[config.mk]
export PLATFORM = sky130hd
export DESIGN_NAME = prefix_table_string_matcher
export DESIGN_NICKNAME = d
export VERILOG_FILES = /design/src/hdl/ptsm_pkg.sv /design/src/hdl/ptsm_cell.sv /design/src/hdl/ptsm_cfg.sv /design/src/hdl/prefix_table_string_matcher.sv
export SDC_FILE = /design/constraint.sdc
export NUM_CORES = 1
export LEC_CHECK = 0
export BUFFER_PORTS_ARGS = -buffer_cell sky130_fd_sc_hd__buf_2
export CAP_MARGIN = 20
export CORE_ASPECT_RATIO = 0.8
export CORE_MARGIN = 2
export CORE_UTILIZATION = 35
export CTS_CLUSTER_DIAMETER = 100
export CTS_CLUSTER_SIZE = 8
export DETAILED_ROUTE_END_ITERATION = 8
export PLACE_DENSITY = 0.59
export REMOVE_ABC_BUFFERS = 1
export SLEW_MARGIN = 20
export SYNTH_ARGS = -nofsm -noshare
export SYNTH_HDL_FRONTEND = slang
export SYNTH_HIERARCHICAL = 1
export SYNTH_SLANG_ARGS = --single-unit
[constraint.sdc]
create_clock -name clk -period 10.2 [get_ports clk]
set_clock_uncertainty 0.2 [all_clocks]
set_input_delay 2.04 -clock clk [delete_from_list [all_inputs] [get_ports clk]]
set_output_delay 2.04 -clock clk [all_outputs]
set_load 0.01 [all_outputs]
[src/hdl/ptsm_pkg.sv]
// ----------------------------------------------------------------------------
// ptsm_pkg
// Shared types and constants for the prefix table string matcher.
// ----------------------------------------------------------------------------
package ptsm_pkg;

  localparam int TEXT_W         = 8;
  localparam int PAT_LEN_W      = 5;
  localparam int CFG_DATA_W     = 64;
  localparam int CFG_IDX_W      = 2;
  localparam int BYTES_PER_WORD = CFG_DATA_W / TEXT_W;
  localparam int START_W        = 16;

  localparam int DEF_MAX_PATTERN_BYTES = 16;
  localparam int DEF_POSITION_BITS     = 16;

  localparam logic [PAT_LEN_W-1:0] PAT_LEN_RESET = PAT_LEN_W'(1);

  typedef enum logic [CFG_IDX_W-1:0] {
    REG_PATTERN_LENGTH = 2'd0,
    REG_PATTERN_LOW    = 2'd1,
    REG_PATTERN_HIGH   = 2'd2
  } cfg_reg_t;

  typedef struct packed {
    logic [TEXT_W-1:0] text_byte;
    logic              start_of_text;
  } in_item_t;

  typedef struct packed {
    logic               match_found;
    logic [START_W-1:0] match_start;
  } out_item_t;

  typedef struct packed {
    logic advance;
    logic restart;
    logic flush;
  } cell_ctrl_t;

endpackage

[src/hdl/ptsm_cell.sv]
// ----------------------------------------------------------------------------
// ptsm_cell
// One pattern position: holds whether the text ending at the last byte
// matches the pattern prefix through this position.
// ----------------------------------------------------------------------------
module ptsm_cell
  import ptsm_pkg::*;
(
  input  logic              clk,
  input  logic              rst_n,
  input  cell_ctrl_t        ctrl,
  input  logic              seed,
  input  logic              prev_hit,
  input  logic [TEXT_W-1:0] pat_byte,
  input  logic [TEXT_W-1:0] text_byte,
  input  logic              is_last,
  output logic              hit_r,
  output logic              tap
);

  logic prev_eff;
  logic hit_nxt;

  assign prev_eff = seed | (prev_hit & ~ctrl.restart);
  assign hit_nxt  = prev_eff & (text_byte == pat_byte);
  assign tap      = hit_nxt & is_last;

  always_ff @(posedge clk) begin
    if (!rst_n) begin
      hit_r <= 1'b0;
    end else if (ctrl.flush) begin
      hit_r <= 1'b0;
    end else if (ctrl.advance) begin
      hit_r <= hit_nxt;
    end
  end

endmodule

[src/hdl/ptsm_cfg.sv]
// ----------------------------------------------------------------------------
// ptsm_cfg
// Configuration registers, active pattern length and last-cell select.
// ----------------------------------------------------------------------------
module ptsm_cfg
  import ptsm_pkg::*;
#(
  parameter int MAX_PATTERN_BYTES = DEF_MAX_PATTERN_BYTES,
  parameter int LEN_W             = $clog2(MAX_PATTERN_BYTES + 1)
)
(
  input  logic                         clk,
  input  logic                         rst_n,
  input  logic                         wr_en,
  input  logic [CFG_IDX_W-1:0]         wr_index,
  input  logic [CFG_DATA_W-1:0]        wr_data,
  output logic [CFG_DATA_W-1:0]        pat_low,
  output logic [CFG_DATA_W-1:0]        pat_high,
  output logic [LEN_W-1:0]             len_m1,
  output logic [MAX_PATTERN_BYTES-1:0] last_sel,
  output logic                         flush
);

  logic [PAT_LEN_W-1:0]  length_r;
  logic [CFG_DATA_W-1:0] low_r;
  logic [CFG_DATA_W-1:0] high_r;
  logic [LEN_W-1:0]      len_act;

  always_ff @(posedge clk) begin
    if (!rst_n) begin
      length_r <= PAT_LEN_RESET;
      low_r    <= '0;
      high_r   <= '0;
    end else if (wr_en) begin
      case (wr_index)
        REG_PATTERN_LENGTH: length_r <= wr_data[PAT_LEN_W-1:0];
        REG_PATTERN_LOW:    low_r    <= wr_data;
        REG_PATTERN_HIGH:   high_r   <= wr_data;
        default:            ;
      endcase
    end
  end

  always_comb begin
    flush = 1'b0;
    if (wr_en) begin
      case (wr_index)
        REG_PATTERN_LENGTH,
        REG_PATTERN_LOW,
        REG_PATTERN_HIGH: flush = 1'b1;
        default:          flush = 1'b0;
      endcase
    end
  end

  always_comb begin
    if (length_r == '0) begin
      len_act = LEN_W'(1);
    end else if (int'(length_r) > MAX_PATTERN_BYTES) begin
      len_act = LEN_W'(MAX_PATTERN_BYTES);
    end else begin
      len_act = LEN_W'(length_r);
    end
  end

  assign len_m1   = len_act - LEN_W'(1);
  assign pat_low  = low_r;
  assign pat_high = high_r;

  for (genvar i = 0; i < MAX_PATTERN_BYTES; i++) begin : g_sel
    assign last_sel[i] = (len_m1 == LEN_W'(i));
  end

endmodule

[src/hdl/prefix_table_string_matcher.sv]
// ----------------------------------------------------------------------------
// prefix_table_string_matcher
// Streaming exact-pattern matcher over a chain of per-position cells.
//
//   channel | ports                          | dir | item
//   in      | in_valid in_ready in_item      | in  | text byte, restart flag
//   out     | out_valid out_ready out_item   | out | match flag, start pos
//   cfg     | cfg_valid cfg_ready cfg_index  | in  | register write
//           | cfg_data                       |     |
//
// One text byte per cycle while the result is not stalled. Each cell compares the byte with its pattern
// byte and passes its hit bit to the next cell; the result is registered
// and shows in the cycle after the item is taken.
// Reset (sync, rst_n low) loads length 1, zero pattern, clears position.
// A stalled result holds the output register; the next byte is taken in
// the cycle the result leaves. cfg_ready is always high.
// ----------------------------------------------------------------------------
module prefix_table_string_matcher
  import ptsm_pkg::*;
#(
  parameter int MAX_PATTERN_BYTES = DEF_MAX_PATTERN_BYTES,
  parameter int POSITION_BITS     = DEF_POSITION_BITS
)
(
  input  logic                  clk,
  input  logic                  rst_n,
  input  logic                  in_valid,
  output logic                  in_ready,
  input  in_item_t              in_item,
  output logic                  out_valid,
  input  logic                  out_ready,
  output out_item_t             out_item,
  input  logic                  cfg_valid,
  output logic                  cfg_ready,
  input  logic [CFG_IDX_W-1:0]  cfg_index,
  input  logic [CFG_DATA_W-1:0] cfg_data
);

  localparam int LEN_W = $clog2(MAX_PATTERN_BYTES + 1);
  localparam logic [POSITION_BITS-1:0] POS_MAX = '1;

  logic                         in_fire;
  logic                         cfg_fire;
  logic [CFG_DATA_W-1:0]        pat_low;
  logic [CFG_DATA_W-1:0]        pat_high;
  logic [LEN_W-1:0]             len_m1;
  logic [MAX_PATTERN_BYTES-1:0] last_sel;
  logic                         flush;
  cell_ctrl_t                   ctrl;
  logic [MAX_PATTERN_BYTES-1:0] hit_vec;
  logic [MAX_PATTERN_BYTES-1:0] tap_vec;

  logic [POSITION_BITS-1:0]         text_pos_r;
  logic [POSITION_BITS-1:0]         pos_cur;
  logic [POSITION_BITS-1:0]         pos_nxt;
  logic [POSITION_BITS-1:0]         span;
  logic [POSITION_BITS-1:0]         start_full;
  logic [POSITION_BITS+START_W-1:0] start_ext;
  logic                             found;

  logic      out_valid_r;
  out_item_t out_item_r;

  assign cfg_ready = 1'b1;
  assign cfg_fire  = cfg_valid & cfg_ready;
  assign in_ready  = ~out_valid_r | out_ready;
  assign in_fire   = in_valid & in_ready;

  ptsm_cfg #(
    .MAX_PATTERN_BYTES (MAX_PATTERN_BYTES),
    .LEN_W             (LEN_W)
  ) u_cfg (
    .clk      (clk),
    .rst_n    (rst_n),
    .wr_en    (cfg_fire),
    .wr_index (cfg_index),
    .wr_data  (cfg_data),
    .pat_low  (pat_low),
    .pat_high (pat_high),
    .len_m1   (len_m1),
    .last_sel (last_sel),
    .flush    (flush)
  );

  assign ctrl.advance = in_fire;
  assign ctrl.restart = in_item.start_of_text;
  assign ctrl.flush   = flush;

  for (genvar i = 0; i < MAX_PATTERN_BYTES; i++) begin : g_cell
    logic [TEXT_W-1:0] pat_byte;
    logic              prev_hit;

    if (i < BYTES_PER_WORD) begin : g_low
      assign pat_byte = pat_low[TEXT_W*i +: TEXT_W];
    end else if (i < 2 * BYTES_PER_WORD) begin : g_high
      assign pat_byte = pat_high[TEXT_W*(i-BYTES_PER_WORD) +: TEXT_W];
    end else begin : g_zero
      assign pat_byte = '0;
    end

    if (i == 0) begin : g_head
      assign prev_hit = 1'b0;
    end else begin : g_link
      assign prev_hit = hit_vec[i-1];
    end

    ptsm_cell u_cell (
      .clk       (clk),
      .rst_n     (rst_n),
      .ctrl      (ctrl),
      .seed      ((i == 0) ? 1'b1 : 1'b0),
      .prev_hit  (prev_hit),
      .pat_byte  (pat_byte),
      .text_byte (in_item.text_byte),
      .is_last   (last_sel[i]),
      .hit_r     (hit_vec[i]),
      .tap       (tap_vec[i])
    );
  end

  assign found   = |tap_vec;
  assign pos_cur = in_item.start_of_text ? '0 : text_pos_r;
  assign pos_nxt = (pos_cur == POS_MAX) ? pos_cur : pos_cur + POSITION_BITS'(1);
  assign span    = POSITION_BITS'(len_m1);

  always_comb begin
    if (!found) begin
      start_full = '0;
    end else if (pos_cur >= span) begin
      start_full = pos_cur - span;
    end else begin
      start_full = '0;
    end
  end

  assign start_ext = {{START_W{1'b0}}, start_full};

  always_ff @(posedge clk) begin
    if (!rst_n) begin
      text_pos_r <= '0;
    end else if (in_fire) begin
      text_pos_r <= pos_nxt;
    end
  end

  always_ff @(posedge clk) begin
    if (!rst_n) begin
      out_valid_r <= 1'b0;
    end else if (in_fire) begin
      out_valid_r <= 1'b1;
    end else if (out_ready) begin
      out_valid_r <= 1'b0;
    end
  end

  always_ff @(posedge clk) begin
    if (in_fire) begin
      out_item_r.match_found <= found;
      out_item_r.match_start <= start_ext[START_W-1:0];
    end
  end

  assign out_valid = out_valid_r;
  assign out_item  = out_item_r;

  // checks
  a_flush_clears_chain: assert property (@(posedge clk) disable iff (!rst_n)
    flush |=> hit_vec == '0)
    else $error("hit chain not cleared after pattern write");

  a_restart_position: assert property (@(posedge clk) disable iff (!rst_n)
    in_fire && in_item.start_of_text |=> text_pos_r == POSITION_BITS'(1))
    else $error("position not restarted");

  a_no_match_zero_start: assert property (@(posedge clk) disable iff (!rst_n)
    out_valid && !out_item.match_found |-> out_item.match_start == '0)
    else $error("start position set without match");

  a_single_tap: assert property (@(posedge clk) disable iff (!rst_n)
    $onehot0(tap_vec))
    else $error("more than one last cell reports a match");

endmodule

==> Yosys cells after proc, flatten, opt, wreduce, memory -nomap -nowiden <==
Cells that the tools add are included.
Widths: inputs -> output; s select.
{ "totals": {"ff_bits": 182, "in_bits": 80, "output_inout_bits": 20, "word_cells": 131} }
{ "classes": {"add_sub_neg": 3, "order_cmp": 2, "eq_ne": 34, "mux": 8, "n_bitwise": 51, "reduce_logical": 11} }
{ "op_table": {"columns": ["operator", "n"], "rows": [
  ["$eq 8x8->1", 16],
  ["$and 1x1->1", 47],
  ["$eq 5x4->1 const B", 8],
  ["$mux 16", 2],
  ["$eq 5x3->1 const B", 4],
  ["$add 16x1->16 const B", 1],
  ["$eq 16x16->1 const B", 1],
  ["$ge 16x5->1", 1],
  ["$reduce_or 16->1", 1],
  ["$sub 16x5->16", 1],
  ["$eq 5x2->1 const B", 2],
  ["$logic_not 5->1", 2],
  ["$mux 5", 2],
  ["$reduce_and 2->1", 4],
  ["$eq 5x1->1 const B", 1],
  ["$gt 5x5->1 const B", 1],
  ["$sub 5x1->5 const B", 1],
  ["$mux 1", 4],
  ["$not 1->1", 3],
  ["$reduce_or 3->1", 1],
  ["$eq 2x1->1 const B", 1],
  ["$eq 2x2->1 const B", 1],
  ["$logic_not 2->1", 1],
  ["$reduce_bool 2->1", 1],
  ["2 further kinds", 2]
]} }

==> Logic depth before layout (Yosys ltp) <==
Gate-level depths: netlist of run 1.
{ "depth": {"word_depth": 8, "mapped_depth": 16, "mapped_depth_nobuf": 13} }

==> Hierarchy <==
Netlist of run 1, hierarchy kept.
{ "by_module_without_submodules": {"columns": ["mod", "instances", "cells_per_inst", "area_each_um2", "seq_area_each_um2"], "rows": [
  ["ptsm_cfg", 1, 634, 5870.6, 2662.6],
  ["ptsm_cell", 16, 18, 153.9, 20.0],
  ["prefix_table_string_matcher", 1, 251, 2152.1, 850.8]
]} }

==> Worst setup path after synthesis of run 1 <==
OpenSTA, ideal clock, no wires.
{ "synth_timing": {"path_kind": "input-to-output", "from": "input port out_ready", "to": "output port in_ready", "t_arrival_ps": 2227, "t_required_ps": 7960, "path_slack_ps": 5733, "stages": 1, "n_path_buf": 0, "path_cell_list": "nand2b_1"} }
{ "synth_between": {"elab_chain_len": 1} }
{ "synth_rtl": {"columns": ["item", "line_no", "text"], "rows": [
  ["from (decl)", "prefix_table_string_matcher.sv:31", "input logic out_ready,"],
  ["$or 1x1->1", "prefix_table_string_matcher.sv:66", "assign in_ready = ~out_valid_r | out_ready;"],
  ["to (decl)", "prefix_table_string_matcher.sv:28", "output logic in_ready,"]
]} }
No other way between the ends.

==> Worst setup path after layout of run 1 <==
{ "layout_timing": {"from": "input port in_item[0] (netlist name)", "to": "register out_item_r (netlist bit out_item[14]) (data pin)"} }
{ "layout_between": {"elab_chain_len": 6, "elab_cells_between_ends": 51, "classes_between": "add/sub: 1; order compare: 1; mux: 1; bitwise: 46; reduce/logical: 2"} }
{ "layout_rtl": {"columns": ["item", "line_no", "text"], "rows": [
  ["from (decl)", "prefix_table_string_matcher.sv:29", "input in_item_t in_item,"],
  ["parallel branches: the longest is 6 deep, another holds $ge 16x5->1", null, null],
  ["to (decl)", "prefix_table_string_matcher.sv:62", "out_item_t out_item_r;"]
]} }
Parallel ways; which one is timed is not known.
A chain may end at the register's enable or synchronous reset.

==> flow_metrics.env, run 1 <==
export IMPL_run_status="completed"
export IMPL_syn_area_per_cell_sq_um=8.93
export IMPL_clk_pin_slew_ns=0.07
export IMPL_antenna_found_initial=0
export IMPL_rows=56
export IMPL_cts_buffer_depth=2
export IMPL_grt_max_degree=130
export IMPL_fin_crit_ns=5.11
export IMPL_tightest_slew_ns=0.816
export IMPL_diodes=0
export IMPL_final_core_util=0.397
export IMPL_yosys_warnings=6
export IMPL_final_nets=1341
export IMPL_finalHoldViolCount=0
export IMPL_wl_per_cell_um=15.8
export IMPL_fmax_ghz=0.196
export IMPL_rsz0062_at_grt="false"
export IMPL_p_per_area_nw_per_um2=139
export IMPL_htreeDepth=4
export IMPL_cts_inserted_buffers=17
export IMPL_ctsResizeCount=0
export IMPL_area_delta_synth_final_pct=11.8
export IMPL_vias_per_cell=4.98
export IMPL_required_ns=10.17
export IMPL_num_vias=8170
export IMPL_hold_depth=2
export IMPL_start_util=0.356
export IMPL_crit_type="in2reg"
export IMPL_finalMaxSlewViolations=0
export IMPL_die_y_um=158
export IMPL_post_dp_cell_area_sq_um=11100
export IMPL_power_total_mw=1.62
export IMPL_setup_viol=0
export IMPL_drive_gt1_frac=0.229
export IMPL_hpwl_mm=17.2
export IMPL_clock_sinks=182
export IMPL_track_usage=0.171
export IMPL_crit_path_start_kind="input port"
export IMPL_grt_pass1_vias=7953
export IMPL_regArea_sq_um=3810
export IMPL_cp_max_fo=41
export IMPL_worstPathArrival_ns=5.09
export IMPL_synth_area_sq_um=10400
export IMPL_grt_pass1_wl_mm=42.5
export IMPL_clkLatencyLatePin_ns=0.45
export IMPL_tritoncts="built"
export IMPL_maxCapViolCount=0
export IMPL_fp_dieW_um=197
export IMPL_io_pins=100
export IMPL_rr_worst_depth=13
export IMPL_hold_class="reg2reg"
export IMPL_final_area_sq_um=11700
export IMPL_place_congestion=0.803
export IMPL_cts_root_buf="clkbuf_16"
export IMPL_multiInputGateArea_sq_um=6130
export IMPL_timing_slew_headroom=0.456
export IMPL_firstDrtPassIters=6
export IMPL_port_buffers=98
export IMPL_drtIter0Drc=409
export IMPL_period_share=0.501
export IMPL_overflow=0
export IMPL_nFillCells=2953
export IMPL_ir_drop_v=0.000115
export IMPL_post_cts_buffers=0
export IMPL_routed_wl_mm=25.9
export IMPL_core_area_sq_um=29400
export IMPL_postCtsHoldBufs=0
export IMPL_drcViolationCount=0
export IMPL_syn_instance_count=1169
export IMPL_postRouteAntennaNets=0
export IMPL_die_area_sq_um=31200
export IMPL_leakage_nw=4.32
export IMPL_critPathCaptureType="register"
export IMPL_tns_ns=0
[state kept, by name, summed over array words and instances, names as in the netlist]
signal               flops
u_cfg/length_r           5
out_item                17
out_valid                1
u_cfg/pat_high          64
g_cell.u_cell/hit_r     15
u_cfg/pat_low           64
text_pos_r              16
[worst max-delay path: stages]
cell	delay [ns]
buf_2	0.57
inv_1	0.45
nand2_1	0.20
ha_1	0.22
inv_1	0.06
ha_1	0.20
o41ai_1	0.35
a31oi_1	0.17
or2_2	0.38
o311ai_0	0.28
o21ai_0	0.13
[cell type report]
class	instances	area share
inverter	29	0.00933
timing repair buffer	106	0.0491
tap	377	0.0404
multi-input combinational	916	0.526
clock buffer	19	0.0380
clock inverter	13	0.0106
sequential	182	0.327
[where the power goes]
group | internal, mW | switching, mW | total, mW
clock network | 0.346 | 0.306 | 0.652
registers | 0.742 | 0.0138 | 0.756
logic | 0.0856 | 0.123 | 0.209
[cell usage in the layout, fill, tap and decap left out, drive strengths merged, types with 4 or more instances in the layout]
cell type / instances
a21boi: 133
a21oi: 28
a31o: 15
a31oi: 6
and2: 8
and3: 20
and3b: 17
buf: 106
clkbuf: 19
clkinv: 6
conb: 18
dfxtp: 165
edfxtp: 17
ha: 9
inv: 32
mux2i: 6
nand2: 300
nand2b: 5
nand3: 12
nand3b: 4
nand4: 23
nor2: 28
nor2b: 15
nor3: 46
nor3b: 4
nor4: 7
nor4bb: 15
o211ai: 4
o21ai: 16
o311ai: 4
o31ai: 4
or2: 5
xnor2: 70
xor2: 68
[per-stage QoR]
stage | setup slack [ns] | instances | hold slack, ns
finish | 5.09 | 1642 | 0.276
global placement | 4.76 | 1609 | 0.265
floorplan | 5.73 | 1127 | 0.255
CTS | 5.15 | 1641 | 0.277
global route | 4.82 | 1642 | 0.289
detailed placement | 4.66 | 1609 | 0.268
[per-layer routing]
layer / GRT usage / part of all wire / vias up
met5: 0 / 0 / -
met4: 0.0369 / 0.0080 / 0
met3: 0.0303 / 0.037 / 14
met2: 0.270 / 0.44 / 172
met1: 0.245 / 0.51 / 3855
li1: - / - / 4129
[final timing paths]
kind                                         from           endpoint  slack (ns)
worst max-delay path                   in_item[0]       out_item[14]        5.09
worst min register to register  u_cfg/pat_low[54]  u_cfg/pat_low[54]        0.28
worst max register to register  u_cfg/length_r[3]        out_item[3]        5.70
worst min-delay path            u_cfg/pat_low[54]  u_cfg/pat_low[54]        0.28
No activity file was read; power rests on OpenSTA's default activity.
==> run 2: changes to the inputs <==
--- a/config.mk
+++ b/config.mk
@@ -13,7 +13,7 @@
 export CTS_CLUSTER_DIAMETER = 100
 export CTS_CLUSTER_SIZE = 8
 export DETAILED_ROUTE_END_ITERATION = 8
-export PLACE_DENSITY = 0.59
+export PLACE_DENSITY = 0.61
 export REMOVE_ABC_BUFFERS = 1
 export SLEW_MARGIN = 20
 export SYNTH_ARGS = -nofsm -noshare
==> constraint.sdc (replaced) <==
create_clock -name clk -period 4.25 [get_ports clk]
set_clock_uncertainty 0.2 [all_clocks]
set_input_delay 0.85 -clock clk [delete_from_list [all_inputs] [get_ports clk]]
set_output_delay 0.85 -clock clk [all_outputs]
set_load 0.01 [all_outputs]
==> run 2 against run 1 <==
Against the previous run:
- worst hold slack improved by 0.0014 ns
- count of clock-buffer cells in the layout decreased by 2
- global-route usage about the same
- setup slack got worse by 4.7 ns
- via count increased by 0.81%
- combinational power increased by 140%
- final cell count increased by 0.30%
- sequential share of layout area decreased by 0.12 points
- final area increased by 0.35%
- clock power increased by 140%
==> flow_metrics.env, run 2 (synthesis results as in run 1) <==
export IMPL_run_status="completed"
export IMPL_core_area_sq_um=29400
export IMPL_io_pins=100
export IMPL_fin_crit_ns=3.87
export IMPL_tightest_slew_ns=0.817
export IMPL_grt_max_degree=77
export IMPL_ir_drop_v=0.000264
export IMPL_comb_power_share=0.132
export IMPL_swShare=0.284
export IMPL_finalMaxSlewViolations=0
export IMPL_rsz0062_at_grt="false"
export IMPL_start_util=0.356
export IMPL_cts_inserted_buffers=17
export IMPL_grt_pass1_wl_mm=42.4
export IMPL_worstPathArrival_ns=3.85
export IMPL_diodes=0
export IMPL_clockPowerShare=0.398
export IMPL_cts_buffer_depth=2
export IMPL_critPathCaptureType="register"
export IMPL_fp_dieW_um=197
export IMPL_p_per_area_nw_per_um2=330
export IMPL_area_delta_synth_final_pct=12.2
export IMPL_layout_commonest_cell="nand2_1"
export IMPL_port_buffers=98
export IMPL_leakage_nw=4.35
export IMPL_track_usage=0.171
export IMPL_internal_power_mw=2.76
export IMPL_wl_per_cell_um=15.8
export IMPL_vias_per_cell=5.00
export IMPL_overflow=0
export IMPL_pre_cts_ws_ns=0.335
export IMPL_seq_power_share=0.470
export IMPL_htreeDepth=4
export IMPL_firstDrtPassIters=5
export IMPL_clock_sinks=182
export IMPL_drcViolationCount=0
export IMPL_routed_wl_mm=26.1
export IMPL_clk_pin_slew_ns=0.07
export IMPL_hold_class="reg2reg"
export IMPL_antenna_found_initial=0
export IMPL_drtIter0Drc=627
export IMPL_period_share=0.911
export IMPL_setup_ws_ns=0.378
export IMPL_required_ns=4.23
export IMPL_finalHoldViolCount=0
export IMPL_cts_root_buf="clkbuf_16"
export IMPL_timing_slew_headroom=0.455
export IMPL_crit_type="reg2reg"
export IMPL_setup_viol=0
export IMPL_final_nets=1346
export IMPL_rows=56
export IMPL_grt_pass1_vias=7926
export IMPL_maxCapViolCount=0
export IMPL_crit_path_start_kind="register"
export IMPL_clkLatencyLatePin_ns=0.45
export IMPL_num_vias=8236
export IMPL_place_congestion=0.882
export IMPL_drive_gt1_frac=0.234
export IMPL_die_area_sq_um=31200
export IMPL_final_cell_mix="299 x nand2_1, 165 x dfxtp_1, 120 x a21boi_2"
export IMPL_postRouteAntennaNets=0
export IMPL_tns_ns=0
export IMPL_cp_max_fo=12
export IMPL_hpwl_mm=17.8
export IMPL_tritoncts="built"
export IMPL_die_y_um=158
export IMPL_switchingPower_mw=1.10
export IMPL_fmax_ghz=0.258
## run 2: power groups by stage
| stage | Combinational, mW | Clock [mW] | Sequential [mW] |
|---|---|---|---|
| finish | 0.510 | 1.54 | 1.81 |
| global route | 0.564 | 1.65 | 1.82 |
| CTS | 0.510 | 1.58 | 1.81 |
| detailed placement | 0.507 | 0 | 1.85 |
| global placement | 0.503 | 0 | 1.85 |
| floorplan | 0.305 | 0 | 1.85 |
## run 2: final timing paths
path,cells past startpoint,to,from,slack (ns)
setup / recovery,13,out_item[3],u_cfg/length_r[4],0.38
setup reg to reg,13,out_item[3],u_cfg/length_r[4],0.38
hold / removal,2,u_cfg/pat_low[57],u_cfg/pat_low[57],0.28
hold reg to reg,2,u_cfg/pat_low[57],u_cfg/pat_low[57],0.28
## run 2: stage by stage
stage / utilization / area (sq um) / power (mW) / hold slack (ns) / std cells
after floorplan: - / 10100 / 2.16 / 0.255 / 1127
after global placement: 0.379 / 11100 / 2.36 / 0.264 / 1615
after detailed placement: 0.379 / 11100 / 2.36 / 0.268 / 1615
after CTS: 0.398 / 11700 / 3.90 / 0.279 / 1647
after global routing: 0.399 / 11700 / 4.03 / 0.289 / 1647
final: 0.399 / 11700 / 3.86 / 0.277 / 1647
## run 2: worst max-delay path, cell delays in order, from the launching register on
cell and delay, ns:
dfxtp_1 0.51, inv_1 0.20, o21ai_0 0.17, ha_1 0.37, inv_1 0.13, or4_1 0.40
o21ai_0 0.10, inv_1 0.07, ha_1 0.25, a21oi_1 0.19, o21ai_0 0.16, a311o_1 0.41
o21ai_4 0.35, nor2_1 0.10
## run 2: routing by layer
layer	up-vias	track usage	share of wire
met5	-	0	0
met4	0	0.0405	0.0090
met3	21	0.0347	0.039
met2	160	0.270	0.44
met1	3911	0.241	0.51
li1	4144	-	-
## run 2: layout make-up
class | count | area, sq um
Fill cell | 2947 | 17600
Tap cell | 377 | 472
Clock buffer | 17 | 425
Sequential cell | 182 | 3810
Inverter | 29 | 109
Timing Repair Buffer | 111 | 603
Multi-Input combinational cell | 916 | 6150
Clock inverter | 15 | 139
## run 2: timing repair
item                       in CTS  in global routing
gates resized for setup         0                  2
hold buffers                    0                  0
setup endpoints to repair       0                 12
setup buffers                   0                  0
==> run 3: changes to the inputs <==
--- a/config.mk
+++ b/config.mk
@@ -14,6 +14,7 @@
 export CTS_CLUSTER_SIZE = 8
 export DETAILED_ROUTE_END_ITERATION = 8
 export PLACE_DENSITY = 0.61
+export RECOVER_POWER = 100
 export REMOVE_ABC_BUFFERS = 1
 export SLEW_MARGIN = 20
 export SYNTH_ARGS = -nofsm -noshare
==> run 3 against run 2 <==
Against the previous run:
- highest routed layer unchanged
- register-to-register slack is essentially flat
- critical path depth shrank 10
- non-clock buffer count is the same
- utilization shrank 1.2 points
- worst hold slack lost 0.011 ns
- via count shrank 0.72%
- clock power is essentially flat
- sequential power is essentially flat
- the flow now finishes with violations (capacitance limit, slew limit)
- flip-flop and latch count is the same
- largest cell class unchanged
- global-route usage is the same
- combinational power shrank 4.7%
- first-iteration DRC count shrank 9.9%
==> flow_metrics.env, run 3 (synthesis results as in run 1) <==
export IMPL_tns_ns=0
export IMPL_core_area_sq_um=29400
export IMPL_routed_wl_mm=26.2
export IMPL_cp_num_buf_inv=2
export IMPL_drtIter0Drc=565
export IMPL_area_delta_synth_final_pct=8.87
export IMPL_layout_commonest_cell="nand2_1"
export IMPL_hold_depth=2
export IMPL_grt_pass1_wl_mm=42.4
export IMPL_holdPathEnd="u_cfg/pat_high[44]"
export IMPL_rsz0062_at_grt="false"
export IMPL_critPathCaptureType="register"
export IMPL_crit_cells=3
export IMPL_cts_buffer_depth=2
export IMPL_required_ns=4.43
export IMPL_antenna_found_initial=0
export IMPL_p_per_area_nw_per_um2=338
export IMPL_worstPathArrival_ns=4.10
export IMPL_reg2reg_slack_ns=0.38
export IMPL_timing_slew_headroom=-0.892
export IMPL_tritoncts="built"
export IMPL_fp_dieW_um=197
export IMPL_grt_pass1_vias=7926
export IMPL_slowest_delay_ns=1.95
export IMPL_track_usage=0.171
export IMPL_drcViolationCount=0
export IMPL_fin_crit_ns=3.93
export IMPL_htreeDepth=4
export IMPL_final_core_util=0.387
export IMPL_clk_pin_slew_ns=0.07
export IMPL_overflow=0
export IMPL_grt_max_degree=77
export IMPL_num_vias=8177
export IMPL_critical_path_top_delay_family="buffers and inverters"
export IMPL_cts_root_buf="clkbuf_16"
export IMPL_rr_worst_depth=13
export IMPL_setup_viol=0
export IMPL_period_share=0.924
export IMPL_place_congestion=0.882
export IMPL_final_cell_mix="299 x nand2_1, 165 x dfxtp_1, 83 x a21boi_0"
export IMPL_port_buffers=98
export IMPL_hold_class="reg2reg"
export IMPL_finalHoldViolCount=0
export IMPL_crit_path_start_kind="input port"
export IMPL_leakage_nw=4.24
export IMPL_cts_inserted_buffers=17
export IMPL_cp_slowest_cell="clkbuf_1"
export IMPL_hold_slack_ns=0.266
export IMPL_drive_gt1_frac=0.152
export IMPL_firstDrtPassIters=5
export IMPL_maxCapViolCount=1
export IMPL_start_util=0.356
export IMPL_final_nets=1346
export IMPL_rows=56
export IMPL_cp_cell_sequence="clkbuf_1, clkbuf_2, a21boi_2"
export IMPL_r2r_start="u_cfg/length_r[3]"
export IMPL_crit_type="in2reg"
export IMPL_violations="capacitance limit, slew limit"
export IMPL_run_status="complete, but fails checks"
export IMPL_vias_per_cell=4.96
export IMPL_io_pins=100
export IMPL_postRouteAntennaNets=0
export IMPL_power_total_mw=3.84
export IMPL_finalMaxSlewViolations=77
export IMPL_post_cts_buffers=0
export IMPL_fmax_ghz=0.255
export IMPL_worstHoldStart="u_cfg/pat_high[44]"
export IMPL_clock_sinks=182
export IMPL_ir_drop_v=0.000266
export IMPL_cp_max_fo=76
export IMPL_hpwl_mm=17.8
export IMPL_diodes=0
export IMPL_die_y_um=158
export IMPL_tightest_slew_ns=2.84
export IMPL_die_area_sq_um=31200
export IMPL_wl_per_cell_um=15.9
export IMPL_clkLatencyLatePin_ns=0.45
export IMPL_regToRegEndpoint="out_item[3]"
==> run 3: cell types whose count changed in the layout (fill, tap and decap cells not counted), moves of 3 or more <==
cell / change
a21boi_2: -84
a21boi_0: +71
clkbuf_1: +20
buf_2: -19
a21boi_1: +13
buf_4: -3
==> run 3: worst max-delay path by stage <==
stage / start / endpoint / slack [ns]
after floorplan: u_cfg/length_r[3] / out_item[4] / 0.59
after global placement: u_cfg/length_r[3] / out_item[2] / 0.42
after detailed placement: u_cfg/length_r[3] / out_item[3] / 0.33
after CTS: u_cfg/length_r[3] / out_item[3] / 0.28
after global routing: rst_n / u_cfg/pat_low[20] / 0.01
final: rst_n / u_cfg/pat_high[39] / 0.32
==> run 3: layout make-up <==
cell class	count	area, sq um
clock buffer	17	425
clock inverter	15	139
fill	3092	18000
inverter	29	109
multi-input combinational	916	5830
sequential	182	3810
tap	377	472
timing repair buffer	111	573
==> run 3: through the flow <==
| step | cell area (sq um) | cells | worst slack, ns |
|---|---|---|---|
| finish | 11400 | 1647 | 0.324 |
| global route | 11400 | 1647 | 0.0123 |
| CTS | 11700 | 1647 | 0.276 |
| detailed placement | 11100 | 1615 | 0.335 |
| global placement | 11100 | 1615 | 0.419 |
| floorplan | 10100 | 1127 | 0.587 |
==> run 3: worst register-to-register path: stages, from the launching register on <==
cell     delay [ns]
dfxtp_1        0.55
nor3_1         0.07
o21ai_0        0.26
ha_1           0.37
inv_1          0.13
or4_1          0.40
o21ai_0        0.10
inv_1          0.07
ha_1           0.25
a21oi_1        0.19
o21ai_0        0.16
a311o_1        0.41
o21ai_4        0.35
nor2_1         0.11
==> run 3: power by group <==
group | leakage [nW] | switching (mW) | internal, mW
Combinational | 2.46 | 0.292 | 0.194
Clock | 0.276 | 0.767 | 0.775
Sequential | 1.51 | 0.0338 | 1.78
Total | 4.24 | 1.09 | 2.75
==> run 3: routing by layer <==
layer,GRT usage,vias to the layer above,part of all wire
met4,0.0405,0,0.0095
met5,0,-,0
met1,0.241,3859,0.51
li1,-,4135,-
met3,0.0347,21,0.042
met2,0.270,162,0.43
==> run 3: what timing repair did <==
item | CTS | global route
gates resized for setup | 0 | 2
hold buffers | 0 | 0
hold endpoints to repair | 0 | 0
setup endpoints to repair | 0 | 12
